**src/hw/rtl/agb_pkg.sv**
```systemverilog
// Shared commands, constants and color helper functions for the glyph blitter.
`timescale 1ns / 1ps

package agb_pkg;

	// Command codes carried on the input tuser.
	typedef enum logic [1:0] {
		CMD_START = 2'd0,
		CMD_GLYPH = 2'd1,
		CMD_BYTE  = 2'd2
	} cmd_t;

	// Configuration register indexes.
	typedef enum logic {
		CFG_FORE = 1'b0,
		CFG_BACK = 1'b1
	} cfg_reg_t;

	// Input tdata layout, lowest bit first.
	localparam int IN_W        = 88;
	localparam int PEN_LSB     = 0;
	localparam int BASE_LSB    = 18;
	localparam int OFFX_LSB    = 30;
	localparam int OFFY_LSB    = 38;
	localparam int COLS_LSB    = 46;
	localparam int ROWS_LSB    = 53;
	localparam int ADV_LSB     = 60;
	localparam int BITS_LSB    = 73;

	// Fixed arithmetic constants.
	localparam logic signed [18:0] HALF_PX   = 19'sd32;
	localparam logic signed [18:0] PEN_MAX   = 19'sd131071;
	localparam logic [3:0]         ALPHA_MAX = 4'd15;
	localparam logic [9:0]         MIX_ROUND = 10'd7;
	localparam logic [21:0]        DIV15_MUL = 22'd2185;
	localparam int                 DIV15_SH  = 15;

	// Weighted channel sum before the divide by 15: f*a + b*(15-a) + 7.
	function automatic logic [9:0] mix_sum(input logic [5:0] f, input logic [5:0] b,
		input logic [3:0] a);
		logic [9:0] fa;
		logic [9:0] ba;
		fa = 10'(f) * 10'(a);
		ba = 10'(b) * 10'(ALPHA_MAX - a);
		return fa + ba + MIX_ROUND;
	endfunction

	// Exact x / 15 for x up to 952 by a reciprocal multiply.
	function automatic logic [5:0] div15(input logic [9:0] x);
		logic [21:0] p;
		p = 22'(x) * DIV15_MUL;
		return p[DIV15_SH +: 6];
	endfunction

endpackage

```
**src/hw/rtl/antialiased_glyph_blitter.sv**
```systemverilog
// Anti-aliased 4-bit glyph blitter producing RGB565 pixel writes.
`timescale 1ns / 1ps

// Usage:
// The input stream carries one command per item; tuser holds the command
// (start of a text run, glyph header or packed bitmap byte) and tdata the
// operand fields. Start and header items only update the pen and glyph
// placement state. Each bitmap byte holds two 4-bit alphas, high nibble
// first, and gives zero, one or two pixel items on the output stream;
// tlast marks the final pixel of a byte. Pixels with zero alpha are skipped.
// Colors come from the fore_color and back_color registers, written on the
// cfg port while the stream is idle.
// A pixel goes from its byte to the output through the holding stage
// (placement and channel sums) and the output register (divide by 15).
// Throughput: one header or start item per cycle and one byte per cycle
// when it gives at most one pixel, while the output does not stall; a byte
// with two pixels holds off the next item until its first pixel moves on.
// Reset clears the pen, glyph state, colors and all pending pixels. When the
// receiver stalls, the output register holds its pixel, the two-pixel
// holding stage fills, and s_tready drops until space frees up.
module antialiased_glyph_blitter #(
	parameter int MAX_GLYPH_DIM = 64,
	parameter int COORD_BITS    = 12
) (
	input  logic                        clk,
	input  logic                        arst_n,
	// Input stream.
	input  logic                        s_tvalid,
	output logic                        s_tready,
	// tdata: start_pen_x64[17:0], baseline[29:18], offset_x[37:30], offset_y[45:38],
	// glyph_cols[52:46], glyph_rows[59:53], pen_step[72:60], packed_bits[80:73]
	input  logic [agb_pkg::IN_W-1:0]    s_tdata,
	// tuser: cmd
	input  logic [1:0]                  s_tuser,
	// Output stream.
	output logic                        m_tvalid,
	input  logic                        m_tready,
	// tdata: pixel_x, pixel_y, pixel_color (from the lowest bit up), zero padded
	output logic [((2*COORD_BITS+16+7)/8)*8-1:0] m_tdata,
	// tlast: last pixel of the byte
	output logic                        m_tlast,
	// Configuration write port.
	input  logic                        cfg_we,
	input  logic                        cfg_index,
	input  logic [15:0]                 cfg_wdata
);

	localparam int OUT_W  = ((2*COORD_BITS+16+7)/8)*8;
	localparam int DIM_W  = $clog2(MAX_GLYPH_DIM + 1);
	localparam int CNT_W  = 2 * DIM_W;
	localparam int LEFT_W = 14;
	localparam int TOP_W  = 13;
	localparam int PX_W   = ((LEFT_W > DIM_W + 1) ? LEFT_W : DIM_W + 1) + 1;
	localparam int CMAX   = (1 << (COORD_BITS - 1)) - 1;
	localparam int CMIN   = -CMAX - 1;

	// One pixel waiting for the divide stage.
	typedef struct packed {
		logic signed [COORD_BITS-1:0] x;
		logic signed [COORD_BITS-1:0] y;
		logic [9:0]                   mr;
		logic [9:0]                   mg;
		logic [9:0]                   mb;
		logic                         last;
	} pix_t;

	// One finished pixel in the output register.
	typedef struct packed {
		logic [15:0]                  color;
		logic signed [COORD_BITS-1:0] y;
		logic signed [COORD_BITS-1:0] x;
		logic                         last;
	} out_t;

	function automatic logic signed [COORD_BITS-1:0] sat_coord(
		input logic signed [PX_W-1:0] v);
		logic signed [COORD_BITS-1:0] r;
		if (int'(v) > CMAX) begin
			r = COORD_BITS'(CMAX);
		end else if (int'(v) < CMIN) begin
			r = COORD_BITS'(CMIN);
		end else begin
			r = COORD_BITS'(v);
		end
		return r;
	endfunction

	// Field extraction.
	logic [1:0]         in_cmd;
	logic signed [17:0] in_pen;
	logic signed [11:0] in_base;
	logic signed [7:0]  in_offx;
	logic signed [7:0]  in_offy;
	logic [6:0]         in_cols;
	logic [6:0]         in_rows;
	logic [12:0]        in_adv;
	logic [7:0]         in_bits;

	assign in_cmd  = s_tuser;
	assign in_pen  = s_tdata[agb_pkg::PEN_LSB +: 18];
	assign in_base = s_tdata[agb_pkg::BASE_LSB +: 12];
	assign in_offx = s_tdata[agb_pkg::OFFX_LSB +: 8];
	assign in_offy = s_tdata[agb_pkg::OFFY_LSB +: 8];
	assign in_cols = s_tdata[agb_pkg::COLS_LSB +: 7];
	assign in_rows = s_tdata[agb_pkg::ROWS_LSB +: 7];
	assign in_adv  = s_tdata[agb_pkg::ADV_LSB +: 13];
	assign in_bits = s_tdata[agb_pkg::BITS_LSB +: 8];

	// Architectural state.
	logic [15:0]              fore_q;
	logic [15:0]              back_q;
	logic signed [17:0]       pen_q;
	logic signed [11:0]       base_q;
	logic signed [LEFT_W-1:0] left_q;
	logic signed [TOP_W-1:0]  top_q;
	logic [DIM_W-1:0]         cols_q;
	logic [CNT_W-1:0]         pix_left_q;
	logic [DIM_W-1:0]         col_q;
	logic [DIM_W-1:0]         row_q;

	// Pipeline registers.
	pix_t       slot0_s1;
	pix_t       slot1_s1;
	logic [1:0] cnt_s1;
	out_t       out_s2;
	logic       vld_s2;

	// Handshake control.
	logic out_free;
	logic move;
	logic acc;
	logic byte_acc;

	assign out_free = !vld_s2 || m_tready;
	assign move     = (cnt_s1 != 2'd0) && out_free;
	assign s_tready = (cnt_s1 == 2'd0) || ((cnt_s1 == 2'd1) && move);
	assign acc      = s_tvalid && s_tready;
	assign byte_acc = acc && (in_cmd == agb_pkg::CMD_BYTE);

	// Glyph placement: round the pen to whole pixels, truncating toward zero.
	logic signed [18:0]       pen_rnd;
	logic signed [12:0]       pen_px;
	logic signed [LEFT_W-1:0] left_d;
	logic signed [TOP_W-1:0]  top_d;
	logic [DIM_W-1:0]         cols_d;
	logic [DIM_W-1:0]         rows_d;
	logic signed [18:0]       pen_adv;
	logic signed [17:0]       pen_d;

	always_comb begin
		pen_rnd = 19'(pen_q) + agb_pkg::HALF_PX;
		pen_px  = 13'(pen_rnd >>> 6);
		if (pen_rnd[18] && (pen_rnd[5:0] != 6'd0)) begin
			pen_px = pen_px + 13'sd1;
		end
		left_d  = LEFT_W'(pen_px) + LEFT_W'(in_offx);
		top_d   = TOP_W'(base_q) + TOP_W'(in_offy);
		cols_d  = (int'(in_cols) > MAX_GLYPH_DIM) ? DIM_W'(MAX_GLYPH_DIM) : DIM_W'(in_cols);
		rows_d  = (int'(in_rows) > MAX_GLYPH_DIM) ? DIM_W'(MAX_GLYPH_DIM) : DIM_W'(in_rows);
		pen_adv = 19'(pen_q) + 19'({6'b0, in_adv});
		pen_d   = (pen_adv > agb_pkg::PEN_MAX) ? 18'(agb_pkg::PEN_MAX) : 18'(pen_adv);
	end

	// Raster walk for the two nibbles of a byte.
	logic             step0;
	logic             step1;
	logic             wrap0;
	logic             wrap1;
	logic [DIM_W-1:0] col1;
	logic [DIM_W-1:0] row1;
	logic [DIM_W-1:0] col2;
	logic [DIM_W-1:0] row2;

	always_comb begin
		step0 = pix_left_q != CNT_W'(0);
		step1 = pix_left_q > CNT_W'(1);
		wrap0 = ({1'b0, col_q} + (DIM_W+1)'(1)) >= {1'b0, cols_q};
		col1  = wrap0 ? DIM_W'(0) : col_q + DIM_W'(1);
		row1  = wrap0 ? row_q + DIM_W'(1) : row_q;
		wrap1 = ({1'b0, col1} + (DIM_W+1)'(1)) >= {1'b0, cols_q};
		col2  = wrap1 ? DIM_W'(0) : col1 + DIM_W'(1);
		row2  = wrap1 ? row1 + DIM_W'(1) : row1;
	end

	// Pixel coordinates, channel sums and compaction of emitted pixels.
	logic [3:0]             a0;
	logic [3:0]             a1;
	logic                   emit0;
	logic                   emit1;
	logic signed [PX_W-1:0] px0;
	logic signed [PX_W-1:0] py0;
	logic signed [PX_W-1:0] px1;
	logic signed [PX_W-1:0] py1;
	pix_t                   pix0;
	pix_t                   pix1;
	logic [1:0]             n_new;

	always_comb begin
		a0    = in_bits[7:4];
		a1    = in_bits[3:0];
		emit0 = step0 && (a0 != 4'd0);
		emit1 = step1 && (a1 != 4'd0);
		px0   = PX_W'(left_q) + PX_W'({1'b0, col_q});
		py0   = PX_W'(top_q) + PX_W'({1'b0, row_q});
		px1   = PX_W'(left_q) + PX_W'({1'b0, col1});
		py1   = PX_W'(top_q) + PX_W'({1'b0, row1});

		pix0.x    = sat_coord(px0);
		pix0.y    = sat_coord(py0);
		pix0.mr   = agb_pkg::mix_sum({1'b0, fore_q[15:11]}, {1'b0, back_q[15:11]}, a0);
		pix0.mg   = agb_pkg::mix_sum(fore_q[10:5], back_q[10:5], a0);
		pix0.mb   = agb_pkg::mix_sum({1'b0, fore_q[4:0]}, {1'b0, back_q[4:0]}, a0);
		pix0.last = !emit1;

		pix1.x    = sat_coord(px1);
		pix1.y    = sat_coord(py1);
		pix1.mr   = agb_pkg::mix_sum({1'b0, fore_q[15:11]}, {1'b0, back_q[15:11]}, a1);
		pix1.mg   = agb_pkg::mix_sum(fore_q[10:5], back_q[10:5], a1);
		pix1.mb   = agb_pkg::mix_sum({1'b0, fore_q[4:0]}, {1'b0, back_q[4:0]}, a1);
		pix1.last = 1'b1;

		n_new = 2'(emit0) + 2'(emit1);
	end

	// Configuration registers.
	always_ff @(posedge clk or negedge arst_n) begin
		if (!arst_n) begin
			fore_q <= '0;
			back_q <= '0;
		end else if (cfg_we) begin
			unique case (agb_pkg::cfg_reg_t'(cfg_index))
				agb_pkg::CFG_FORE: fore_q <= cfg_wdata;
				agb_pkg::CFG_BACK: back_q <= cfg_wdata;
			endcase
		end
	end

	// Pen and glyph state, updated as each item is taken.
	always_ff @(posedge clk or negedge arst_n) begin
		if (!arst_n) begin
			pen_q      <= '0;
			base_q     <= '0;
			left_q     <= '0;
			top_q      <= '0;
			cols_q     <= '0;
			pix_left_q <= '0;
			col_q      <= '0;
			row_q      <= '0;
		end else if (acc) begin
			unique case (in_cmd)
				agb_pkg::CMD_START: begin
					pen_q      <= in_pen;
					base_q     <= in_base;
					pix_left_q <= '0;
					col_q      <= '0;
					row_q      <= '0;
				end
				agb_pkg::CMD_GLYPH: begin
					left_q     <= left_d;
					top_q      <= top_d;
					cols_q     <= cols_d;
					pix_left_q <= CNT_W'(cols_d) * CNT_W'(rows_d);
					col_q      <= '0;
					row_q      <= '0;
					pen_q      <= pen_d;
				end
				agb_pkg::CMD_BYTE: begin
					if (step1) begin
						pix_left_q <= pix_left_q - CNT_W'(2);
						col_q      <= col2;
						row_q      <= row2;
					end else if (step0) begin
						pix_left_q <= pix_left_q - CNT_W'(1);
						col_q      <= col1;
						row_q      <= row1;
					end
				end
				default: begin
				end
			endcase
		end
	end

	// Holding stage: up to two pixels of one byte, oldest in slot 0.
	always_ff @(posedge clk or negedge arst_n) begin
		if (!arst_n) begin
			cnt_s1 <= 2'd0;
		end else if (byte_acc) begin
			cnt_s1 <= n_new;
		end else if (move) begin
			cnt_s1 <= cnt_s1 - 2'd1;
		end
	end

	always_ff @(posedge clk) begin
		if (byte_acc) begin
			slot0_s1 <= emit0 ? pix0 : pix1;
			slot1_s1 <= pix1;
		end else if (move) begin
			slot0_s1 <= slot1_s1;
		end
	end

	// Output register: divide the channel sums by 15 and pack RGB565.
	always_ff @(posedge clk or negedge arst_n) begin
		if (!arst_n) begin
			vld_s2 <= 1'b0;
		end else if (move) begin
			vld_s2 <= 1'b1;
		end else if (m_tready) begin
			vld_s2 <= 1'b0;
		end
	end

	logic [5:0] div_r;
	logic [5:0] div_g;
	logic [5:0] div_b;

	assign div_r = agb_pkg::div15(slot0_s1.mr);
	assign div_g = agb_pkg::div15(slot0_s1.mg);
	assign div_b = agb_pkg::div15(slot0_s1.mb);

	always_ff @(posedge clk) begin
		if (move) begin
			out_s2.x     <= slot0_s1.x;
			out_s2.y     <= slot0_s1.y;
			out_s2.color <= {div_r[4:0], div_g, div_b[4:0]};
			out_s2.last  <= slot0_s1.last;
		end
	end

	assign m_tvalid = vld_s2;
	assign m_tlast  = out_s2.last;
	assign m_tdata  = OUT_W'({out_s2.color, out_s2.y, out_s2.x});

	// The holding stage never counts past the two pixels of a byte.
	assert property (@(posedge clk) disable iff (!arst_n) cnt_s1 <= 2'd2)
		else $error("holding stage count out of range");

	// A pixel that is not the last of its byte always has its partner pending.
	assert property (@(posedge clk) disable iff (!arst_n)
		(vld_s2 && !out_s2.last) |-> (cnt_s1 != 2'd0))
		else $error("second pixel of a byte missing");

	// Pending glyph pixels imply a glyph with nonzero width.
	assert property (@(posedge clk) disable iff (!arst_n)
		(pix_left_q != CNT_W'(0)) |-> (cols_q != DIM_W'(0)))
		else $error("pixels pending for an empty glyph");

	// A start item drops any glyph in progress.
	assert property (@(posedge clk) disable iff (!arst_n)
		(acc && (in_cmd == agb_pkg::CMD_START)) |=> (pix_left_q == CNT_W'(0)))
		else $error("start item did not drop the glyph");

endmodule
```
**config.mk**
```make
export PLATFORM = sky130hd
export DESIGN_NAME = antialiased_glyph_blitter
export DESIGN_NICKNAME = d
export VERILOG_FILES = /design/src/hw/rtl/agb_pkg.sv /design/src/hw/rtl/antialiased_glyph_blitter.sv
export SDC_FILE = /design/constraint.sdc
export NUM_CORES = 1
export LEC_CHECK = 0
export ABC_AREA = 0
export BUFFER_PORTS_ARGS = -buffer_cell sky130_fd_sc_hd__buf_2
export CAP_MARGIN = 20
export CORE_ASPECT_RATIO = 0.7
export CORE_MARGIN = 1.5
export CORE_UTILIZATION = 40
export CTS_BUF_LIST = sky130_fd_sc_hd__clkbuf_16
export DETAILED_ROUTE_END_ITERATION = 6
export GPL_ROUTABILITY_DRIVEN = 0
export PLACE_DENSITY = 0.52
export SLEW_MARGIN = 20
export SYNTH_ARGS = -nofsm -noshare
export SYNTH_HDL_FRONTEND = slang
export SYNTH_SLANG_ARGS = --single-unit
```
**constraint.sdc**
```tcl
create_clock -name clk -period 5.6 [get_ports clk]
set_input_delay 0.56 -clock clk [delete_from_list [all_inputs] [get_ports clk]]
set_output_delay 0.56 -clock clk [all_outputs]
set_load 0.01 [all_outputs]
```
==> flow_summary_export.csv <==
group,metric,value,unit
global_route,antenna_found_initial,2,
timing,finalCriticalPeriod,5270,ps
die,die_height,227,um
synth,ys_seq_area_share,26.9,%
global_route,grt_pass1_vias,21500,
timing,hold_violations,0,
finish,area_growth,12.0,%
synth,synth_edf_count,150,
setup_path,critical_path_required,5950,ps
finish,nNetsFinal,3905,
pwr,ir_worst_vdd,0.000314,V
setup_path,reg2reg_slack,330,ps
finish,layout.filler_cells,6741,
synth,syn_area,28500,um2
die,die_x,322,um
setup_path,cp_cell_sequence,"ha_1, nand3_1, xor2_1, inv_2, ha_1, o2111ai_1, o211ai_4, buf_4, nor2_1, ha_1, or3b_2, and3_1, inv_1, o22ai_1, a22o_1, a21oi_2, a311o_1, buf_4, nand2_1, a211oi_2",
setup_path,critPathMaxStageDelay,470,ps
die,start_util,40.6,%
finish,post-route-util,45.5,%
setup_path,cpMaxStageDelayCell,"dfrtp_1",
timing,worst_pin_slew,1070,ps
finish,drive_gt1_share,11.1,%
setup_path,criticalPathCategory,"flip-flop to flip-flop",
die,dieArea,73000,um2
timing,setup_violations,0,
setup_path,critPathMaxFanout,10,
outcome,status,"completed",
setup_path,crit_path_frequent_cell,"ha_1",
synth,synth-compound-area-share,11.7,%
synth,syn_avg_cell_area,9.42,um2
synth,synth_mux_area_share,1.70,%
synth,synth_area_leaders,"ha_1 (17%), edfxtp_1 (16%), fa_1 (15%), dfrtp_1 (11%), inv_1 (5.1%)",
pwr,power.leakage,15.4,nW
setup_path,critical_path_arrival,5620,ps
timing,clock_skew,29.2,ps
cts,cts_root_buffer,"clkbuf_16",
cts,clk_pin_slew,70,ps
routing,drt_first_iter_violations,1654,
routing,drt_first_pass_iters,6,
synth,synth-simple-area-share,15.6,%
timing,slew_headroom,28.2,%
routing,routedWlPerCell,17.2,um
die,rows,81,
synth,async_flop_share,45.8,%
synth,ys.flop_type,"edfxtp_1",
setup_path,worst-path-buf-inv,4,
finish,final_cells,4174,
setup_path,startpoint_type,"flip-flop",
synth,synthAdderAreaFrac,32.2,%
pwr,p_total,19.3,mW
global_route,track_usage,20.2,%
worst_hold_path,worstHoldPathType,"primary input to asynchronous set/reset pin",
setup_path,crit_family,"compound AO/OA/AOI/OAI gates",
timing,fmax,0.190,GHz
cts,clk_latency,550,ps
cts,clk_path_buf_depth,3,
routing,via_per_inst,5.18,
place,placed_cells,4105,
setup_path,crit_path_end_kind,"flip-flop",
routing,routed_wl,71.9,mm
synth,synth_cells,3031,
die,io-pin-count,155,
synth,synth-xor-area-share,5.36,%
cts,cts_tree,"done",
routing,route.detailed.drc,0,
synth,synth_cell_type_count,84,
die,core-area,70200,um2
cts,clock_sinks,277,
timing,fin_crit_sh,94.1,%
pwr,powerDensity,605,nW/um2
synth,synthTopCellsByCount,"inv_1 (388), ha_1 (385), nand2_1 (356), fa_1 (218), edfxtp_1 (150)",
cts,cts_buffers,36,
global_route,grt_first_pass_wirelength,117,mm
routing,num_vias,21600,
routing,antenna_left,0,
global_route,grt_max_degree,83,
timing,maxSlewViolCount,0,
global_route,grt_overflow,0,
run,drv_cap,0,
cts,hold_buffers,0,
synth,yosys_warnings,0,
synth,synth_top_family_by_area,"adder cells",
cts,cts_max_level,2,
place,place_hpwl,57.7,mm
timing,hold_slack,21.6,ps
synth,netlist.area_leader.share,16.9,%
synth,yosysMostFrequentCell,"inv_1",
synth,synth.ff_latch_count,277,
synth,synth_top_cell_by_area,"ha_1",
place,port_buffers,147,
cells in the final DEF (no fill, tap or decap), drive strengths merged, types with 8 or more instances in the layout:
cell type  netlist  layout
clkbuf          89      37
nor3            29      29
a211oi          19      19
o31ai           12      12
xnor2          109     109
o21bai          16      16
o211ai          12      12
nand2b          51      51
ha             385     385
a31oi           24      24
nor4            12      12
and2            85      85
nand3           46      46
nand4           17      17
a21boi          15      15
inv            389     396
fa             218     218
a21oi          137     137
a222oi           8       8
or2              9       9
a22o             8       8
nand2          356     356
a21o            43      43
clkinv           0      16
and3            18      18
xor2            65      65
mux2i            9       9
edfxtp         150     150
o21a            14      14
mux2            35      35
o21ai          148     148
dfrtp          127     127
nor2           142     142
buf             14     222
nor2b          128     128
kinds of logic (layout without fill, tap and decap cells):
| group | Yosys count | count (layout) |
|---|---|---|
| buffers and inverters | 492 | 677 |
| and+or+nand+nor | 915 | 915 |
| DFF | 277 | 277 |
| other | 2 | 6 |
| AOI/OAI and AO/OA | 523 | 523 |
| muxes | 44 | 44 |
| adders and majority gates | 604 | 604 |
| xor gates and xnor gates | 174 | 174 |
what timing repair did:
action                                 in CTS  in global routing
gates resized for setup                     0                 14
setup endpoints to repair                   0                 19
endpoints found under the hold margin       0                  0
setup buffers                               0                  1
stage by stage:
stage	TNS [ps]	area (um2)	setup WS [ps]
5_1_grt	-52.2	32000	-20.6
3_5_place_dp	0	30700	122
3_3_place_gp	0	30700	123
4_1_cts	0	31900	149
6_report	0	32000	331
2_1_floorplan	0	28600	273
registers in the layout, summed over array words and instances (netlist names), 2 cells and up:
signal / cells
col_q: 7
top_q: 13
base_q: 12
back_q: 16
pix_left_q: 14
row_q: 7
cols_q: 7
slot0_s1: 55
fore_q: 16
left_q: 14
slot1_s1: 54
cnt_s1: 2
pen_q: 18
m_tdata: 40
final cells by class:
cell class | instances | area (um2) | area share (%)
Tap cell | 954 | 1190 | 3.73
Timing Repair Buffer | 222 | 1340 | 4.20
Inverter | 389 | 1460 | 4.57
Clock inverter | 29 | 289 | 0.904
Antenna cell | 2 | 5.00 | 0.0156
Sequential cell | 277 | 7690 | 24.0
Clock buffer | 37 | 926 | 2.90
Multi-Input combinational cell | 2264 | 19100 | 59.6
worst paths after layout:
kind / start / end / cells after the start
hold reg to reg: slot0_s1[46] / m_tdata[3] / 0
min in group clk: s_tdata[22] / base_q[4] / 3
max in group asynchronous: arst_n / fore_q[5] / 2
hold / removal: arst_n / col_q[1] / 1
setup reg to reg: col_q[0] / slot0_s1[49] / 20
setup / recovery: col_q[0] / slot0_s1[49] / 20
layer usage:
metal	up-vias	global-route usage [%]	wire length, um
li1	10500	-	-
met1	10500	33.6	39500
met2	524	27.0	27300
met3	67	2.83	4200
met4	0	3.58	982
met5	-	0	0
where the power goes:
group | internal (mW) | total [mW] | switching [mW]
Sequential | 3.32 | 4.07 | 0.755
Combinational | 5.34 | 12.9 | 7.51
Clock | 1.44 | 2.41 | 0.967
Total | 10.1 | 19.3 | 9.23
No activity file was read; power rests on OpenSTA's default activity.
